[config.mk]
export PLATFORM = sky130hd
export DESIGN_NAME = split_fixed_point_accumulator
export DESIGN_NICKNAME = d
export VERILOG_FILES = /design/src/sfpa_pkg.sv /design/src/sfpa_front.sv /design/src/sfpa_fifo.sv /design/src/sfpa_back.sv /design/src/split_fixed_point_accumulator.sv
export SDC_FILE = /design/constraint.sdc
export NUM_CORES = 2
export LEC_CHECK = 0
export BUFFER_PORTS_ARGS = -buffer_cell sky130_fd_sc_hd__buf_2
export CAP_MARGIN = 20
export CORE_ASPECT_RATIO = 1.2
export CORE_MARGIN = 4
export CORE_UTILIZATION = 57
export CTS_BUF_LIST = sky130_fd_sc_hd__clkbuf_16
export CTS_CLUSTER_DIAMETER = 40
export CTS_CLUSTER_SIZE = 20
export DETAILED_ROUTE_END_ITERATION = 16
export PLACE_DENSITY = 0.89
export SYNTH_ARGS = -nofsm -noshare
export SYNTH_HDL_FRONTEND = slang
export SYNTH_SLANG_ARGS = --single-unit
export TNS_END_PERCENT = 50
[constraint.sdc]
create_clock -name clk -period 8.32 [get_ports clk]
set_input_delay 0.416 -clock clk [delete_from_list [all_inputs] [get_ports clk]]
set_output_delay 0.416 -clock clk [all_outputs]
set_load 0.05 [all_outputs]
[src/sfpa_pkg.sv]
// ----------------------------------------------------------------------------
// sfpa_pkg
// shared types and constants of the split fixed-point accumulator
// ----------------------------------------------------------------------------
package sfpa_pkg;

	localparam int unsigned MAG_W    = 96;  // magnitude of a truncated input
	localparam int unsigned MANT_W   = 53;  // aligned mantissa, hidden bit included
	localparam int unsigned EXP_W    = 12;  // signed power of two on the mantissa
	localparam int unsigned Q_DEPTH  = 4;
	localparam int unsigned Q_PTR_W  = 2;
	localparam int unsigned Q_CNT_W  = 3;

	localparam logic [10:0] DBL_EXP_MAX = 11'h7FF;
	localparam logic [7:0]  SGL_EXP_MAX = 8'hFF;
	localparam logic signed [EXP_W-1:0] DBL_BIAS = 12'sd1075;
	localparam logic signed [EXP_W-1:0] SGL_BIAS = 12'sd179;
	localparam logic signed [EXP_W-1:0] LSH_MAX  = 12'sd43;
	localparam logic signed [EXP_W-1:0] RSH_MAX  = 12'sd52;

	localparam logic FUNC_LOAD  = 1'b0;
	localparam logic FUNC_ACCUM = 1'b1;

	// one classified item between the front and the back
	typedef struct packed {
		logic               func;
		logic               bad;
		logic signed [63:0] rem;
		logic signed [31:0] spill;
	} split_t;

endpackage

[src/sfpa_front.sv]
// ----------------------------------------------------------------------------
// sfpa_front
// unpacks the real value, truncates it and splits it at 2^S
// ----------------------------------------------------------------------------
module sfpa_front #(
	parameter int unsigned SPLIT_BITS_DOUBLE = 63,
	parameter int unsigned SPLIT_BITS_SINGLE = 31
) (
	input  logic                clk,
	input  logic                arst_n,
	input  logic                use_single,
	input  logic                in_valid,
	output logic                in_stall,
	input  logic                func,
	input  logic [63:0]         value_bits,
	output logic                push,
	output sfpa_pkg::split_t    push_data,
	input  logic                q_full
);
	import sfpa_pkg::*;

	logic                     valid_s1;
	logic                     func_s1;
	logic                     sign_s1;
	logic                     bad_s1;
	logic [MAG_W-1:0]         mag_s1;

	logic                     sign_c;
	logic                     special_c;
	logic [MANT_W-1:0]        mant_c;
	logic signed [EXP_W-1:0]  k_c;
	logic signed [EXP_W-1:0]  rsh_c;
	logic [MAG_W-1:0]         mag_c;
	logic                     big_c;
	logic                     adv;

	logic [MAG_W-1:0]         spill_mag;
	logic [MAG_W-1:0]         rem_mask;
	logic [63:0]              rem_mag;
	logic                     range_ok;

	// unpack into mantissa * 2^k
	always_comb begin
		if (use_single) begin
			sign_c    = value_bits[31];
			special_c = (value_bits[30:23] == SGL_EXP_MAX);
			mant_c    = {(value_bits[30:23] != 8'd0), value_bits[22:0], 29'd0};
			k_c       = $signed({4'd0, value_bits[30:24],
				value_bits[23] | (value_bits[30:23] == 8'd0)}) - SGL_BIAS;
		end else begin
			sign_c    = value_bits[63];
			special_c = (value_bits[62:52] == DBL_EXP_MAX);
			mant_c    = {(value_bits[62:52] != 11'd0), value_bits[51:0]};
			k_c       = $signed({1'b0, value_bits[62:53],
				value_bits[52] | (value_bits[62:52] == 11'd0)}) - DBL_BIAS;
		end
		rsh_c = -k_c;
		big_c = (k_c > LSH_MAX);
		if (k_c >= 0)
			mag_c = {{(MAG_W-MANT_W){1'b0}}, mant_c} << k_c[5:0];
		else if (rsh_c > RSH_MAX)
			mag_c = '0;
		else
			mag_c = {{(MAG_W-MANT_W){1'b0}}, mant_c >> rsh_c[5:0]};
	end

	assign adv      = !valid_s1 || !q_full;
	assign in_stall = !adv;

	always_ff @(posedge clk or negedge arst_n) begin
		if (!arst_n) begin
			valid_s1 <= 1'b0;
		end else if (adv) begin
			valid_s1 <= in_valid;
		end
	end

	always_ff @(posedge clk) begin
		if (adv && in_valid) begin
			func_s1 <= func;
			sign_s1 <= sign_c;
			bad_s1  <= special_c || big_c;
			mag_s1  <= mag_c;
		end
	end

	// split the truncated magnitude and range-check the spillover
	always_comb begin
		if (use_single) begin
			spill_mag = mag_s1 >> SPLIT_BITS_SINGLE;
			rem_mask  = (MAG_W'(1) << SPLIT_BITS_SINGLE) - MAG_W'(1);
		end else begin
			spill_mag = mag_s1 >> SPLIT_BITS_DOUBLE;
			rem_mask  = (MAG_W'(1) << SPLIT_BITS_DOUBLE) - MAG_W'(1);
		end
		rem_mag  = 64'(mag_s1 & rem_mask);
		range_ok = sign_s1 ? (spill_mag <= MAG_W'(64'h8000_0000))
		                   : (spill_mag <= MAG_W'(64'h7FFF_FFFF));
		push_data.func  = func_s1;
		push_data.bad   = bad_s1 || !range_ok;
		push_data.rem   = sign_s1 ? -$signed(rem_mag) : $signed(rem_mag);
		push_data.spill = sign_s1 ? -$signed(spill_mag[31:0]) : $signed(spill_mag[31:0]);
	end

	assign push = valid_s1 && !q_full;

endmodule

[src/sfpa_fifo.sv]
// ----------------------------------------------------------------------------
// sfpa_fifo
// short queue between the front and the back
// ----------------------------------------------------------------------------
module sfpa_fifo (
	input  logic             clk,
	input  logic             arst_n,
	input  logic             push,
	input  sfpa_pkg::split_t push_data,
	output logic             full,
	input  logic             pop,
	output logic             not_empty,
	output sfpa_pkg::split_t pop_data
);
	import sfpa_pkg::*;

	split_t               mem_q [Q_DEPTH];
	logic [Q_PTR_W-1:0]   wr_ptr_q;
	logic [Q_PTR_W-1:0]   rd_ptr_q;
	logic [Q_CNT_W-1:0]   count_q;

	assign full      = (count_q == Q_CNT_W'(Q_DEPTH));
	assign not_empty = (count_q != '0);
	assign pop_data  = mem_q[rd_ptr_q];

	always_ff @(posedge clk or negedge arst_n) begin
		if (!arst_n) begin
			wr_ptr_q <= '0;
			rd_ptr_q <= '0;
			count_q  <= '0;
		end else begin
			if (push)
				wr_ptr_q <= wr_ptr_q + 1'b1;
			if (pop)
				rd_ptr_q <= rd_ptr_q + 1'b1;
			if (push && !pop)
				count_q <= count_q + 1'b1;
			else if (pop && !push)
				count_q <= count_q - 1'b1;
		end
	end

	always_ff @(posedge clk) begin
		if (push)
			mem_q[wr_ptr_q] <= push_data;
	end

endmodule

[src/sfpa_back.sv]
// ----------------------------------------------------------------------------
// sfpa_back
// applies load or accumulate to the state and holds the result beat
// ----------------------------------------------------------------------------
module sfpa_back (
	input  logic               clk,
	input  logic               arst_n,
	input  logic               use_single,
	input  logic               q_not_empty,
	input  sfpa_pkg::split_t   q_data,
	output logic               pop,
	output logic               out_valid,
	input  logic               out_stall,
	output logic signed [63:0] primary_sum,
	output logic signed [31:0] overflow_count,
	output logic               bad_input
);
	import sfpa_pkg::*;

	logic [63:0] primary_q;
	logic [31:0] overflow_q;
	logic        out_valid_q;
	logic        bad_q;

	logic [63:0] prim_n;
	logic [31:0] ovf_n;
	logic [31:0] o32, iv32, n32;
	logic [63:0] n64;
	logic        wrap;
	logic [31:0] adj;

	assign pop = q_not_empty && (!out_valid_q || !out_stall);

	always_comb begin
		o32  = primary_q[31:0];
		iv32 = q_data.rem[31:0];
		n32  = o32 + iv32;
		n64  = primary_q + q_data.rem;
		if (use_single)
			wrap = (o32[31] ^ n32[31]) && !(o32[31] ^ iv32[31]);
		else
			wrap = (primary_q[63] ^ n64[63]) && !(primary_q[63] ^ q_data.rem[63]);
		adj = use_single ? (iv32[31] ? 32'hFFFF_FFFE : 32'd2)
		                 : (q_data.rem[63] ? 32'hFFFF_FFFE : 32'd2);
		prim_n = primary_q;
		ovf_n  = overflow_q;
		if (!q_data.bad) begin
			if (q_data.func == FUNC_LOAD) begin
				ovf_n  = q_data.spill;
				prim_n = use_single ? {{32{iv32[31]}}, iv32} : q_data.rem;
			end else begin
				ovf_n  = overflow_q + q_data.spill + (wrap ? adj : 32'd0);
				prim_n = use_single ? {{32{n32[31]}}, n32} : n64;
			end
		end
	end

	always_ff @(posedge clk or negedge arst_n) begin
		if (!arst_n) begin
			primary_q   <= '0;
			overflow_q  <= '0;
			out_valid_q <= 1'b0;
		end else begin
			if (pop) begin
				primary_q  <= prim_n;
				overflow_q <= ovf_n;
			end
			if (pop)
				out_valid_q <= 1'b1;
			else if (!out_stall)
				out_valid_q <= 1'b0;
		end
	end

	always_ff @(posedge clk) begin
		if (pop)
			bad_q <= q_data.bad;
	end

	assign out_valid      = out_valid_q;
	assign primary_sum    = $signed(primary_q);
	assign overflow_count = $signed(overflow_q);
	assign bad_input      = bad_q;

endmodule

[src/split_fixed_point_accumulator.sv]
// path: front stage register, a four-entry queue, then the back's result register
// throughput: one beat per cycle unless a stall holds it; the unpack and align
// shifter is one stage, the split and range check feed the queue, the back accumulates
// reset: accumulators, mode register and queue clear asynchronously
// ----------------------------------------------------------------------------
// split_fixed_point_accumulator
// truncates scaled reals into a split integer and loads or accumulates it
// ----------------------------------------------------------------------------
module split_fixed_point_accumulator #(
	parameter int unsigned SPLIT_BITS_DOUBLE = 63,
	parameter int unsigned SPLIT_BITS_SINGLE = 31
) (
	input  logic               clk,
	input  logic               arst_n,
	input  logic               cfg_we,
	input  logic               cfg_wdata,
	input  logic               in_valid,
	output logic               in_stall,
	input  logic               func,
	input  logic [63:0]        value_bits,
	output logic               out_valid,
	input  logic               out_stall,
	output logic signed [63:0] primary_sum,
	output logic signed [31:0] overflow_count,
	output logic               bad_input
);
	import sfpa_pkg::*;

	logic   use_single_q;
	logic   push, pop, q_full, q_not_empty;
	split_t push_data, pop_data;

	always_ff @(posedge clk or negedge arst_n) begin
		if (!arst_n) begin
			use_single_q <= 1'b0;
		end else if (cfg_we) begin
			use_single_q <= cfg_wdata;
		end
	end

	sfpa_front #(
		.SPLIT_BITS_DOUBLE(SPLIT_BITS_DOUBLE),
		.SPLIT_BITS_SINGLE(SPLIT_BITS_SINGLE)
	) u_front (
		.clk(clk), .arst_n(arst_n), .use_single(use_single_q),
		.in_valid(in_valid), .in_stall(in_stall), .func(func),
		.value_bits(value_bits), .push(push), .push_data(push_data),
		.q_full(q_full)
	);

	sfpa_fifo u_fifo (
		.clk(clk), .arst_n(arst_n), .push(push), .push_data(push_data),
		.full(q_full), .pop(pop), .not_empty(q_not_empty), .pop_data(pop_data)
	);

	sfpa_back u_back (
		.clk(clk), .arst_n(arst_n), .use_single(use_single_q),
		.q_not_empty(q_not_empty), .q_data(pop_data), .pop(pop),
		.out_valid(out_valid), .out_stall(out_stall), .primary_sum(primary_sum),
		.overflow_count(overflow_count), .bad_input(bad_input)
	);

endmodule
### Yosys cells after proc, flatten, opt, wreduce, memory -nomap -nowiden

Memory sizes are Yosys's and may differ from the RTL's.
Index checks and enable logic that the tools add are counted.

* memories kept: 1
* memory bits (writable): 392
* register bits after elaboration: 206
* logic and storage cells: 100
* input bits: 71

Memory list
* u_fifo.mem_q: depth 4, bits a word 98, rd ports 1, clocked after memory_dff 0, write ports 1, line sfpa_fifo.sv:17 `split_t mem_q [Q_DEPTH];`

* reduce and logical (&&, ||, !) cells: 28
* $add $sub $neg: 13
* order comparisons: 5
* shift-type cells: 2
* multiplexer cells: 26
* bitwise gates (word level): 8
* eq/ne operators: 4

Operators by type and width (count)
* two-way mux 64 bit: 4
* two-way mux 32 bit: 6
* two-way mux 53 bit: 2
* adder 32 bit: 3
* two-way mux 96 bit: 1
* left shift 53 x 6 -> 96 bit: 1
* <= comparator 65 x 31 -> 1 bit, second input constant: 1
* <= comparator 65 x 32 -> 1 bit, second input constant: 1
* two-way mux 65 bit: 1
* adder 64 bit: 1
* AND 64 x 63 -> 64 bit: 1
* negator 64 bit: 1
* two-way mux 63 bit: 1
* right shift 53 x 6 -> 53 bit: 1
* negator 32 bit: 1
* > comparator 12 x 7 -> 1 bit, second input constant: 2
* >= comparator 12 x 1 -> 1 bit, second input constant: 1
* two-way mux 12 bit: 1
* negator 12 bit: 1
* subtractor 11 x 11 -> 12 bit, second input constant: 1
* == test 11 bit, second input constant: 1
* logical NOT 11 bit: 1
* nonzero test 11 bit: 1
* logical NOT 1 bit: 10
* other kinds (19): 41

### Logic depth before layout (Yosys ltp)

* depth in word-level cells: 8
* gate-level depth with buffers: 32
* depth with buffers taken out: 27

### Cells and area by module

A second synthesis with hierarchy kept.

* cell total of the unflattened synthesis: 4003
* area, all modules: 41431.0 sq um

Modules (own cells, without submodules)
* sfpa_front: area an instance 16225.6 sq um, seq. area each 2997.9 sq um, times used 1, cells each 2173
* sfpa_fifo: area an instance 14639.0 sq um, seq. area each 11946.5 sq um, times used 1, cells each 546
* sfpa_back: area an instance 10526.3 sq um, seq. area each 2457.4 sq um, times used 1, cells each 1282
* split_fixed_point_accumulator: area an instance 40.0 sq um, seq. area each 25.0 sq um, times used 1, cells each 2

### Least setup slack after synthesis

Ideal clock, no wire load.

* path type: register to register
* start: register u_fifo.rd_ptr_q[0]
* end: register u_back.overflow_q[31], in the netlist u_back.overflow_count[31]
* path buffers: 5
* library setup time: 139 ps
* cell stages (with the launch flop): 31
* required time: 8181 ps
* data arrival time: 7856 ps
* setup slack: 325 ps
* path through: dfrtp_1 > buf_1 > buf_1 > clkbuf_1 > mux4_2 > ha_1 > a211oi_1 > o21a_1 > a2111o_1 > nand4_1 > a21oi_1 > o31ai_1 > nor4_1 > a41o_1 > clkbuf_1 > buf_2 > xor2_1 > ha_1 > inv_1 > fa_1 > nor2b_1 > nor3_1 > o21a_1 > o21a_1 > a211oi_1 > o21ai_0 > a21oi_1 > a31oi_1 > xor2_1 > mux2i_1 > or4b_1

* cells in the longest elaborated chain, start to end: 8
* elaborated cells on any way between the ends: 21

RTL lines
* start, declared: line sfpa_fifo.sv:19 `logic [Q_PTR_W-1:0] rd_ptr_q;`
* start signal, assigned: line sfpa_fifo.sv:35 `rd_ptr_q <= rd_ptr_q + 1'b1;`
* memory (4 x 98 bit) *
* adder 64 bit, or another cell as far along: line sfpa_back.sv:38 `n64 = primary_q + q_data.rem;`
* bitwise XOR 1 bit, or another cell as far along: line sfpa_back.sv:42 `wrap = (primary_q[63] ^ n64[63]) && !(primary_q[63] ^ q_data.rem[63]);`
* logical AND 1 bit, on equally long branches: line sfpa_back.sv:42, sfpa_back.sv:40
* two-way mux 1 bit: line sfpa_back.sv:39 `if (use_single)`
* two-way mux 32 bit: line sfpa_back.sv:52 `ovf_n = overflow_q + q_data.spill + (wrap ? adj : 32'd0);`
* adder 32 bit: line sfpa_back.sv:52
* two-way mux 32 bit: line sfpa_back.sv:48 `if (q_data.func == FUNC_LOAD) begin`
* end signal, assigned: line sfpa_back.sv:66 `overflow_q <= ovf_n;`
* end, declared: line sfpa_back.sv:21 `logic [31:0] overflow_q;`

Every way passes the cells marked *; elsewhere a longest branch is shown, timed or not.
A chain may end at the register's enable or synchronous reset.

### Worst setup path in the final report

Ends and elaborated chain as after synthesis.

==> impl_results.md <==
- Post-synth EDFFs: between 400 and 500
- Sequential fraction of the synthesis area: 0.441
- Status: finished, final reports clean
- Congestion Overflow GR: 0
- Clock Tree Buf Depth: 3
- Proportion of synthesized area in mux cells: 0.131
- Wire length per cell: 27.8 um
- Max FO, Critical Path: 16
- Syn Std Cell Area: 0.0395 sq mm
- Pin count of the biggest net entering global routing: 95
- Setup TNS: 0 ns
- Post-synth ARST share: 0.177
- Initial antenna violation count: 0
- # H-tree levels: 2
- ANT nets after route: 0
- Layout cells sized above 1: 0.140
- Worst Path Required: between 8 and 9 ns
- Post-Syn Area per Cell: 10.2 sq um
- Post-synthesis adder-cell area fraction: 0.0451
- Root Buffer: clkbuf_16
- Endpoints failing setup: 0
- Slew at the pin with the worst max-slew slack: 1.10 ns
- Placed cells: 4,775
- Fin Clk Skew: 0.0240 ns
- Maxcap violations: 0
- Clock Sink Count: around 600
- Fin nets: between 4k and 5k
- Die ar.: about 0.074 sq mm
- Max Clk Rate: 126 MHz
- XOR/XNOR Fraction of Synth Area: 0.0467
- # DRC: 0
- Die W: 248 um
- Core area: 0.0686 sq mm
- Arr. time, crit path: 8.41 ns
- Synth Area in Compound Gates: 0.171
- Yosys cell types: slightly above 90
- Largest family of logic cells by synthesized area: compound AO/OA/AOI/OAI gates
- Ys Warns: 0
- First-pass GRT wire length: 199,000 um
- Worst stage delay on the critical path: 0.69 ns
- Vias in the first global route: 32.3k
- GR Util All Layers: 0.348
- Post-synthesis simple-gate area fraction: 0.135
- Final worst setup slack: between 0.3 and 0.4 ns
- Worst hold-check path type: in -> reg
- Syn nets: 4,091
- Tmin final: 7.93 ns
- TritonCTS Buffers: between 50 and 60
- Vias: 33.5k
- Std cell rows: 105
- Die Height: 297 um
- Multi-input gate area: 0.0210 sq mm
- Ys flop type: edfxtp_1
- Hold Vio Cnt, Final: 0
- Dpl ws: 0.359 ns
- HPWL Detailed: a little under 100,000 um
- Worst hold slack: 0.0270 ns
- IO Count: 170
- Initial Util: 0.577
- Critical Path Sink Type: flip-flop
- Seq. cell area: 0.0174 sq mm
- Layout Area Growth over Synthesis: 9.16%
- Crit share post-route: 0.953
- Critical path's slowest cell: dfrtp_4
- Non-Filler Instances: 4,878
- Post-Syn Instances: 3,880
- Slew Limit Headroom: 0.258
- Flip-flop and latch count after synthesis: 598
- Final wirelength: roughly 140,000 um
- 1st-iter DRT viols: 3,865
- Critical path class: reg -> reg
- Vias/cell: 6.88
- Clock latency at the later pin of the worst-skew pair: 0.61 ns
- RSZ-0062 raised after global routing: false
- Placer congestion estimate: approximately 1.1
- Number of fill cells: 5,324
- Drt first pass iters: 8
- TritonCTS clock tree: done
- Nature of the critical path startpoint: flip-flop
- Pins Over Slew Limit: 0
- Clock-pin slew on the worst setup and hold paths: around 0.080 ns
- IO buf count: approximately 170
==> cells by family after synthesis <==
logic type	Yosys count
xor gates and xnor gates	209
muxes	357
AOI/OAI and AO/OA	1076
and+or+nand+nor	1189
buffers and inverters	311
adders and majority gates	140
DFF	598
==> layout make-up <==
type	count	share of cell area
Antenna cell	1	0.0000580
Clock buffer	53	0.0307
Clock inverter	46	0.0126
Tap cell	909	0.0263
Sequential cell	598	0.404
Multi-Input combinational cell	2971	0.487
Timing Repair Buffer	242	0.0341
Inverter	58	0.00504
==> worst paths after layout <==
check / cells past startpoint / start / to / slack (ns)
hold reg to reg: 2 / u_back.primary_sum[47]$_DFFE_PN0P_ / u_back.primary_sum[47]$_DFFE_PN0P_ / 0.52
setup reg to reg: 26 / u_fifo.rd_ptr_q[0]$_DFFE_PN0P_ / u_back.overflow_count[31]$_DFFE_PN0P_ / 0.39
hold / removal: 2 / in_valid / u_front.valid_s1$_DFFE_PN0N_ / 0.03
max in group asynchronous: 3 / arst_n / use_single_q$_DFFE_PN0P_ / 6.51
min in group asynchronous: 2 / arst_n / u_back.primary_sum[8]$_DFFE_PN0P_ / 0.48
setup / recovery: 26 / u_fifo.rd_ptr_q[0]$_DFFE_PN0P_ / u_back.overflow_count[31]$_DFFE_PN0P_ / 0.39
==> what timing repair did <==
action                     in CTS  in global routing
buffers inserted                0                  1
hold buffers                    1                  0
resized for setup               0                  1
hold endpoints to repair       40                  0
setup endpoints to repair       0                  1
==> cells in the mapped netlist, drive strengths merged, types with 30 or more instances <==
| cell type | number | area share |
|---|---|---|
| inv | 56 | 0.0053 |
| mux2 | 40 | 0.011 |
| o31ai | 34 | 0.0066 |
| a31oi | 43 | 0.0068 |
| dfrtp | 106 | 0.067 |
| and3 | 30 | 0.0047 |
| mux4 | 123 | 0.070 |
| buf | 73 | 0.0086 |
| nor2 | 305 | 0.029 |
| nand4 | 31 | 0.0049 |
| nand3 | 70 | 0.0090 |
| a211oi | 48 | 0.0091 |
| nor2b | 34 | 0.0054 |
| a21o | 85 | 0.016 |
| ha | 136 | 0.043 |
| edfxtp | 492 | 0.37 |
| o211ai | 33 | 0.0063 |
| nor3 | 81 | 0.011 |
| a21oi | 324 | 0.041 |
| xnor2 | 122 | 0.027 |
| nand2 | 501 | 0.048 |
| clkbuf | 180 | 0.017 |
| mux2i | 194 | 0.049 |
| nand2b | 31 | 0.0049 |
| xor2 | 87 | 0.019 |
| o221ai | 31 | 0.0069 |
| o21ai | 275 | 0.035 |
==> stage by stage <==
stage          instance area (sq um)   util
2_1_floorplan                  39500      -
3_3_place_gp                   41200  0.601
3_5_place_dp                   41200  0.601
4_1_cts                        43100  0.629
5_1_grt                        43200  0.629
6_report                       43200  0.630
==> flip-flops by register name (all words and copies together), names as in the netlist <==
signal and cells:
u_fifo.rd_ptr_q 2, u_front.func_s1 1, u_front.bad_s1 1, u_front.sign_s1 1
u_back.out_valid 1, u_fifo.wr_ptr_q 2, u_front.valid_s1 1, u_back.bad_input 1
u_front.mag_s1 96, u_fifo.count_q 3, u_back.overflow_count 32, u_back.primary_sum 64
use_single_q 1, u_fifo.mem_q 392
==> layer usage <==
| metal | vias up | global-route usage | routed length (um) |
|---|---|---|---|
| li1 | 14737 | - | - |
| met4 | 0 | 0.237 | 11500 |
| met2 | 2190 | 0.596 | 64700 |
| met5 | - | 0 | 0 |
| met3 | 597 | 0.0478 | 12200 |
| met1 | 16022 | 0.413 | 47000 |
==> worst max-delay path, delay by kind of cell, from the launching register on <==
family	cells	cell delay, ns
AOI/OAI and AO/OA	11	2.86
xor gates and xnor gates	2	0.48
adders and majority gates	3	0.98
buffers and inverters	2	0.54
DFF	1	0.69
muxes	2	0.67
and+or+nand+nor	6	1.59
==> layout by cell type, fill, tap and decap left out, types with 19 or more instances in the layout <==
cell type	synthesis	layout
mux4_2	123	123
nor2_1	303	300
ha_1	136	136
nand3_1	69	69
a22oi_1	23	23
a21o_1	85	85
clkbuf_16	0	53
mux2_2	40	40
nand2_1	498	498
and2_1	28	24
a21oi_1	323	323
o31ai_1	33	33
nand2b_1	31	30
nand4_1	31	31
o221ai_1	31	31
o22ai_1	23	23
edfxtp_1	492	492
a31oi_1	43	43
buf_4	2	66
xnor2_1	120	115
o21ai_0	261	259
buf_2	29	168
inv_1	54	57
o21a_1	19	19
xor2_1	87	87
nor3_1	80	80
and3_1	30	30
nor2b_1	34	33
a211oi_1	48	48
mux2i_1	194	190
nor4_1	20	20
dfrtp_1	106	103
o211ai_1	33	33
Power is not shown: default switching activity piles up to over one toggle a cycle in this logic, so the estimate is an artifact.
